## src/rtl/nprt_pkg.sv

```systemverilog
// ----------------------------------------------------------------------------
// nprt_pkg
// Shared types, constants and fixed-point helpers for the Newton root finder.
// ----------------------------------------------------------------------------
package nprt_pkg;

  localparam int DATA_W        = 64;
  localparam int FRACTION_BITS = 32;
  localparam int MAX_TERMS     = 5;
  localparam int MAX_ITER      = 64;
  localparam int IT_W          = $clog2(MAX_ITER + 1);

  localparam logic [DATA_W-1:0] POS_MAX = {1'b0, {(DATA_W-1){1'b1}}};
  localparam logic [DATA_W-1:0] NEG_MIN = {1'b1, {(DATA_W-1){1'b0}}};

  localparam logic [2:0] REG_TERMS = 3'd5;
  localparam logic [2:0] REG_TOL   = 3'd6;
  localparam logic [2:0] REG_MINS  = 3'd7;

  localparam logic [1:0] ST_CONV  = 2'd0;
  localparam logic [1:0] ST_ZERO  = 2'd1;
  localparam logic [1:0] ST_SMALL = 2'd2;
  localparam logic [1:0] ST_LIMIT = 2'd3;

  typedef enum logic [3:0] {
    OP_NOP,
    OP_LDX,
    OP_ZERO,
    OP_LOAD_C,
    OP_LOAD_S,
    OP_MUL,
    OP_ADD_C,
    OP_ADD_S,
    OP_SAVE_FP,
    OP_DIV,
    OP_STEP
  } op_t;

  typedef struct packed {
    op_t        op;
    logic [2:0] idx;
  } dp_cmd_t;

  typedef struct packed {
    logic       busy;
    logic       fp_zero;
    logic       fp_small;
    logic       delta_small;
    logic [2:0] terms;
  } dp_status_t;

  function automatic logic [DATA_W-1:0] mag(input logic [DATA_W-1:0] v);
    return v[DATA_W-1] ? (~v + 1'b1) : v;
  endfunction

  function automatic logic [DATA_W-1:0] sat128(input logic neg,
                                               input logic [2*DATA_W-1:0] m);
    if (neg) begin
      if (m > {{DATA_W{1'b0}}, NEG_MIN}) return NEG_MIN;
      return ~m[DATA_W-1:0] + 1'b1;
    end
    if (m > {{DATA_W{1'b0}}, POS_MAX}) return POS_MAX;
    return m[DATA_W-1:0];
  endfunction

  function automatic logic [DATA_W-1:0] add_sat(input logic [DATA_W-1:0] a,
                                                input logic [DATA_W-1:0] b);
    logic [DATA_W-1:0] s;
    s = a + b;
    if (a[DATA_W-1] == b[DATA_W-1] && s[DATA_W-1] != a[DATA_W-1])
      return a[DATA_W-1] ? NEG_MIN : POS_MAX;
    return s;
  endfunction

  function automatic logic [DATA_W-1:0] sub_sat(input logic [DATA_W-1:0] a,
                                                input logic [DATA_W-1:0] b);
    logic [DATA_W-1:0] s;
    s = a - b;
    if (a[DATA_W-1] != b[DATA_W-1] && s[DATA_W-1] != a[DATA_W-1])
      return a[DATA_W-1] ? NEG_MIN : POS_MAX;
    return s;
  endfunction

  function automatic logic [DATA_W-1:0] int_scale(input logic [DATA_W-1:0] a,
                                                  input logic [2:0] k);
    logic [DATA_W+2:0] p;
    p = mag(a) * k;
    return sat128(a[DATA_W-1], {{(DATA_W-3){1'b0}}, p});
  endfunction

endpackage

```

## src/rtl/nprt_ctrl.sv

```systemverilog
// ----------------------------------------------------------------------------
// nprt_ctrl
// Sequencer: runs derivative and polynomial Horner passes, the division and
// the update, and decides when iteration stops.
// ----------------------------------------------------------------------------
module nprt_ctrl (
  input  logic                 clk,
  input  logic                 rst_n,
  input  logic                 in_valid,
  output logic                 in_stall,
  output logic                 out_valid,
  input  logic                 out_stall,
  output logic [1:0]           out_status,
  output nprt_pkg::dp_cmd_t    cmd,
  input  nprt_pkg::dp_status_t status
);
  import nprt_pkg::*;

  typedef enum logic [12:0] {
    S_IDLE  = 13'h0001,
    S_DINIT = 13'h0002,
    S_DMUL  = 13'h0004,
    S_DADD  = 13'h0008,
    S_SAVE  = 13'h0010,
    S_CHK   = 13'h0020,
    S_PINIT = 13'h0040,
    S_PMUL  = 13'h0080,
    S_PADD  = 13'h0100,
    S_DIV   = 13'h0200,
    S_STEP  = 13'h0400,
    S_TEST  = 13'h0800,
    S_OUT   = 13'h1000
  } state_t;

  state_t          state_r, state_nxt;
  logic [2:0]      k_r, k_nxt;
  logic [IT_W-1:0] it_r, it_nxt;
  logic [1:0]      st_r, st_nxt;
  logic            iss_r, iss_nxt;
  logic [2:0]      n;

  assign n = status.terms;

  always_comb begin
    state_nxt = state_r; k_nxt = k_r; it_nxt = it_r; st_nxt = st_r; iss_nxt = iss_r;
    cmd.op = OP_NOP; cmd.idx = k_r;
    unique case (state_r)
      S_IDLE: if (in_valid) begin
        cmd.op = OP_LDX; it_nxt = '0; state_nxt = S_DINIT;
      end
      S_DINIT: begin
        if (n < 3'd2) begin
          cmd.op = OP_ZERO; state_nxt = S_SAVE;
        end else begin
          cmd.op = OP_LOAD_S; cmd.idx = n - 3'd1; k_nxt = n - 3'd1;
          state_nxt = (n > 3'd2) ? S_DMUL : S_SAVE;
        end
      end
      S_DMUL, S_PMUL, S_DIV: begin
        if (!iss_r) begin
          cmd.op = (state_r == S_DIV) ? OP_DIV : OP_MUL; iss_nxt = 1'b1;
        end else if (!status.busy) begin
          iss_nxt = 1'b0;
          state_nxt = (state_r == S_DMUL) ? S_DADD :
                      (state_r == S_PMUL) ? S_PADD : S_STEP;
        end
      end
      S_DADD: begin
        cmd.op = OP_ADD_S; cmd.idx = k_r - 3'd1; k_nxt = k_r - 3'd1;
        state_nxt = (k_r > 3'd2) ? S_DMUL : S_SAVE;
      end
      S_SAVE: begin
        cmd.op = OP_SAVE_FP; state_nxt = S_CHK;
      end
      S_CHK: begin
        if (status.fp_zero) begin
          st_nxt = ST_ZERO; state_nxt = S_OUT;
        end else if (status.fp_small) begin
          st_nxt = ST_SMALL; state_nxt = S_OUT;
        end else begin
          state_nxt = S_PINIT;
        end
      end
      S_PINIT: begin
        cmd.op = OP_LOAD_C; cmd.idx = n - 3'd1; k_nxt = n - 3'd1; state_nxt = S_PMUL;
      end
      S_PADD: begin
        cmd.op = OP_ADD_C; cmd.idx = k_r - 3'd1; k_nxt = k_r - 3'd1;
        state_nxt = (k_r > 3'd1) ? S_PMUL : S_DIV;
      end
      S_STEP: begin
        cmd.op = OP_STEP; state_nxt = S_TEST;
      end
      S_TEST: begin
        if (status.delta_small) begin
          st_nxt = ST_CONV; state_nxt = S_OUT;
        end else if (it_r == IT_W'(MAX_ITER - 1)) begin
          st_nxt = ST_LIMIT; state_nxt = S_OUT;
        end else begin
          it_nxt = it_r + 1'b1; state_nxt = S_DINIT;
        end
      end
      S_OUT: if (!out_stall) state_nxt = S_IDLE;
      default: state_nxt = S_IDLE;
    endcase
  end

  always_ff @(posedge clk) begin
    if (!rst_n) begin
      state_r <= S_IDLE;
      iss_r   <= 1'b0;
    end else begin
      state_r <= state_nxt;
      iss_r   <= iss_nxt;
    end
    k_r  <= k_nxt;
    it_r <= it_nxt;
    st_r <= st_nxt;
  end

  assign in_stall   = state_r != S_IDLE;
  assign out_valid  = state_r == S_OUT;
  assign out_status = st_r;

endmodule

```

## config.mk

```make
export PLATFORM = sky130hd
export DESIGN_NAME = nprt_ctrl
export DESIGN_NICKNAME = d
export VERILOG_FILES = /design/src/rtl/nprt_pkg.sv /design/src/rtl/nprt_ctrl.sv
export SDC_FILE = /design/constraint.sdc
export NUM_CORES = 1
export LEC_CHECK = 0
export BUFFER_PORTS_ARGS = -buffer_cell sky130_fd_sc_hd__clkbuf_2
export CAP_MARGIN = 5
export CORE_UTILIZATION = 45
export DETAILED_ROUTE_END_ITERATION = 8
export GPL_TIMING_DRIVEN = 1
export PLACE_DENSITY = 0.64
export RECOVER_POWER = 25
export SLEW_MARGIN = 20
export SYNTH_ARGS = -nofsm -noshare
export SYNTH_HDL_FRONTEND = slang
export SYNTH_SLANG_ARGS = --single-unit
```

## constraint.sdc

```tcl
create_clock -name clk -period 2.6 [get_ports clk]
set_clock_uncertainty 0.2 [all_clocks]
set_input_delay 0.39 -clock clk [delete_from_list [all_inputs] [get_ports clk]]
set_output_delay 0.39 -clock clk [all_outputs]
set_load 0.02 [all_outputs]
```

==> metrics <==
Worst Min Path Start=rst_n; Fillers=241; fmax=336.3 MHz; IO Port Bufs=21; critical path arrival=2380 ps; ys async rst share=0; nets=260; via count=1,703; CP top delay family=simple AND/OR/NAND/NOR gates; Post-Synthesis Cells=179; critical path's largest stage delay=590 ps; layout cell share with drive strength beyond 1=0.4321; share of the synthesized area in the top cell type=0.2188; post-DR wirelength/cell=17.25 um; CTS buffer count=3; total global routing overflow=0; Total Power=1.195 mW; initial antenna violation count=0; Pre-antenna DRT Iters=4; Synth area leaders=dfxtp_1, edfxtp_1, nor2_1; # diodes=0; startpoint types=flop; Initial Util=0.4933; WP buf/inv=2; ys flop type=dfxtp_1; Leak Pwr=0.9287 nW; Detail Placement HPWL=3154 um; WP data required=2010 ps; # rows=20; fin crit share=1.144; die height=60.79 um; area grow syn2layout=45.94%; total of max-cap violations=0; RSZ-0062 raised after global routing=yes; CP Cell Sequence=or4_4 -> nor4_4 -> buf_4 -> a31oi_2 -> and3_1 -> o21ai_1 -> buf_4; Total Routing Usage GR=0.2483; flops & latches, synth=26; Syn Area/Cell=8.689 um2; Routed Antenna Nets=0; First DRT Iteration DRCs=118; worst setup path start=state_r[12]; slew of the pin with the lowest slew margin=521.9 ps; core area=3153 um2; Pins Over Slew Limit=0; reg2reg start=state_r[0]; Ys Warns=0; Sinks on Clock Net=26; Peak VDD IR=0.5687 mV; worst skew pair latency=340 ps; Slew HR=0.6494; root buffer cell=clkbuf_4; register area share after synthesis=0.3926; failing checks=setup timing; clock slew at reported path FFs=140 ps; Finish-stage setup viols=7; Cells after DPL=259; worst-path maximum fanout=4; Critical Path Sink Type=output pin; first-pass GRT wire length=6748 um; slowest cell on the critical path=or4_4; CTS tree=built; Post-synth EDFFs=9; Crit Path Class=reg2out; Hold Path Depth=2; Reg2Reg Setup Slack=10 ps; worst min path class=in2reg; vias per std cell=5.934; Syn Nets=195; number of distinct library cells after synthesis=45; vias in the first global route=1,547; largest net degree at the start of global routing=15; drc violations=0; die area=3695 um2; Post-Layout Cell Count=287; Setup WS post-layout=-373.7 ps; routed wire length=4951 um; r2r endpoint=state_r[12]; fin crit period=2974 ps; WHS Endpoint=state_r[12]; Final Hold Violating Endpoints=0; CP most frequent cell=buf_4; chip width=60.79 um; # IOs=22; leading area contributor after synthesis=dfxtp_1; most common cell in the netlist=nor2_1; Cell Pwr Density=526.3 nW/um2; clock tree buffer depth=2; status=complete, but fails checks; synthesized area=1555 um2; R2R cell count=8; number of H-tree levels=1; commonest cells in the netlist=nor2_1, dfxtp_1, inv_1, nand2_1, edfxtp_1; GP Congestion=0.9065
==> cell type report <==
type                    instances  area (um2)  area share
multi-input cells             135        1025      0.4515
well taps                      44       55.05     0.02426
inverters                      12       45.04     0.01985
clock buffers                   4       36.28     0.01599
flip-flops and latches         26       621.8      0.2740
repair buffers                 66       486.7      0.2144
==> registers in the layout, summed over array words and instances (netlist names) <==
register    flops
out_status      2
state_r        13
it_r            7
iss_r           1
k_r             3
==> placed cells by master, fill, tap and decap left out, drive strengths merged, types with 2 or more instances in the layout <==
| cell type | netlist | final |
|---|---|---|
| buf | 2 | 53 |
| a21oi | 8 | 8 |
| nand2b | 2 | 2 |
| o21ai | 8 | 8 |
| edfxtp | 9 | 9 |
| o22ai | 2 | 2 |
| or4 | 4 | 4 |
| dfxtp | 17 | 17 |
| and4 | 2 | 2 |
| nand3 | 5 | 5 |
| nor2 | 25 | 25 |
| nor4b | 7 | 7 |
| clkbuf | 4 | 17 |
| mux2i | 2 | 2 |
| or3 | 3 | 3 |
| o21a | 2 | 2 |
| ha | 5 | 5 |
| xor2 | 3 | 3 |
| nor4 | 7 | 7 |
| xnor2 | 4 | 4 |
| or3b | 2 | 2 |
| nand2 | 12 | 12 |
| nand4 | 5 | 5 |
| inv | 12 | 12 |
| nor3 | 9 | 9 |
| o211ai | 3 | 3 |
==> power by group <==
part,total (mW),switching [mW],leakage [nW],internal (mW)
registers,0.511,0.0397,0.228,0.471
clock network,0.217,0.131,0.0210,0.0860
logic,0.466,0.258,0.679,0.209
total,1.19,0.429,0.929,0.766
==> kinds of logic after synthesis <==
family | synth area share
simple gates | 0.3339
compound gates | 0.1360
flops | 0.3926
buf+inv | 0.04505
xor+xnor | 0.03942
fa+ha+maj | 0.04023
mux | 0.01287
==> what timing repair did <==
item                                    in CTS  in global routing
gates resized for setup                     16                 46
buffers inserted                             5                 19
endpoints found under the setup margin      13                 18
pin swaps                                    3                 17
hold buffers                                 0                  0
==> worst max path at each step <==
stage | end | depth (start not counted)
floorplan | it_r[0] | 5
global placement | cmd[1] | 6
detailed placement | cmd[2] | 6
CTS | cmd[4] | 7
global route | cmd[0] | 6
finish | cmd[4] | 7
==> metal layers <==
layer,track usage,vias to the layer above,routed length [um]
met3,0.05544,15,359
met4,0.07468,0,99
met5,0,-,0
met1,0.3129,810,2041
met2,0.4239,76,2451
li1,-,802,-
==> metrics by stage <==
step                setup slack, ps  utilization  area [um2]  setup TNS [ps]  hold slack [ps]
global route                 -422.5       0.7198        2270           -2264            91.08
detailed placement           -47.72       0.5881        1854          -211.6            352.9
finish                       -373.7       0.7198        2270           -1677            80.80
floorplan                     42.08            -        1562               0            307.7
CTS                          -224.6       0.6282        1981           -1201            89.09
global placement              32.41       0.5881        1854               0            347.5
Power figures use the tool's default switching activity.
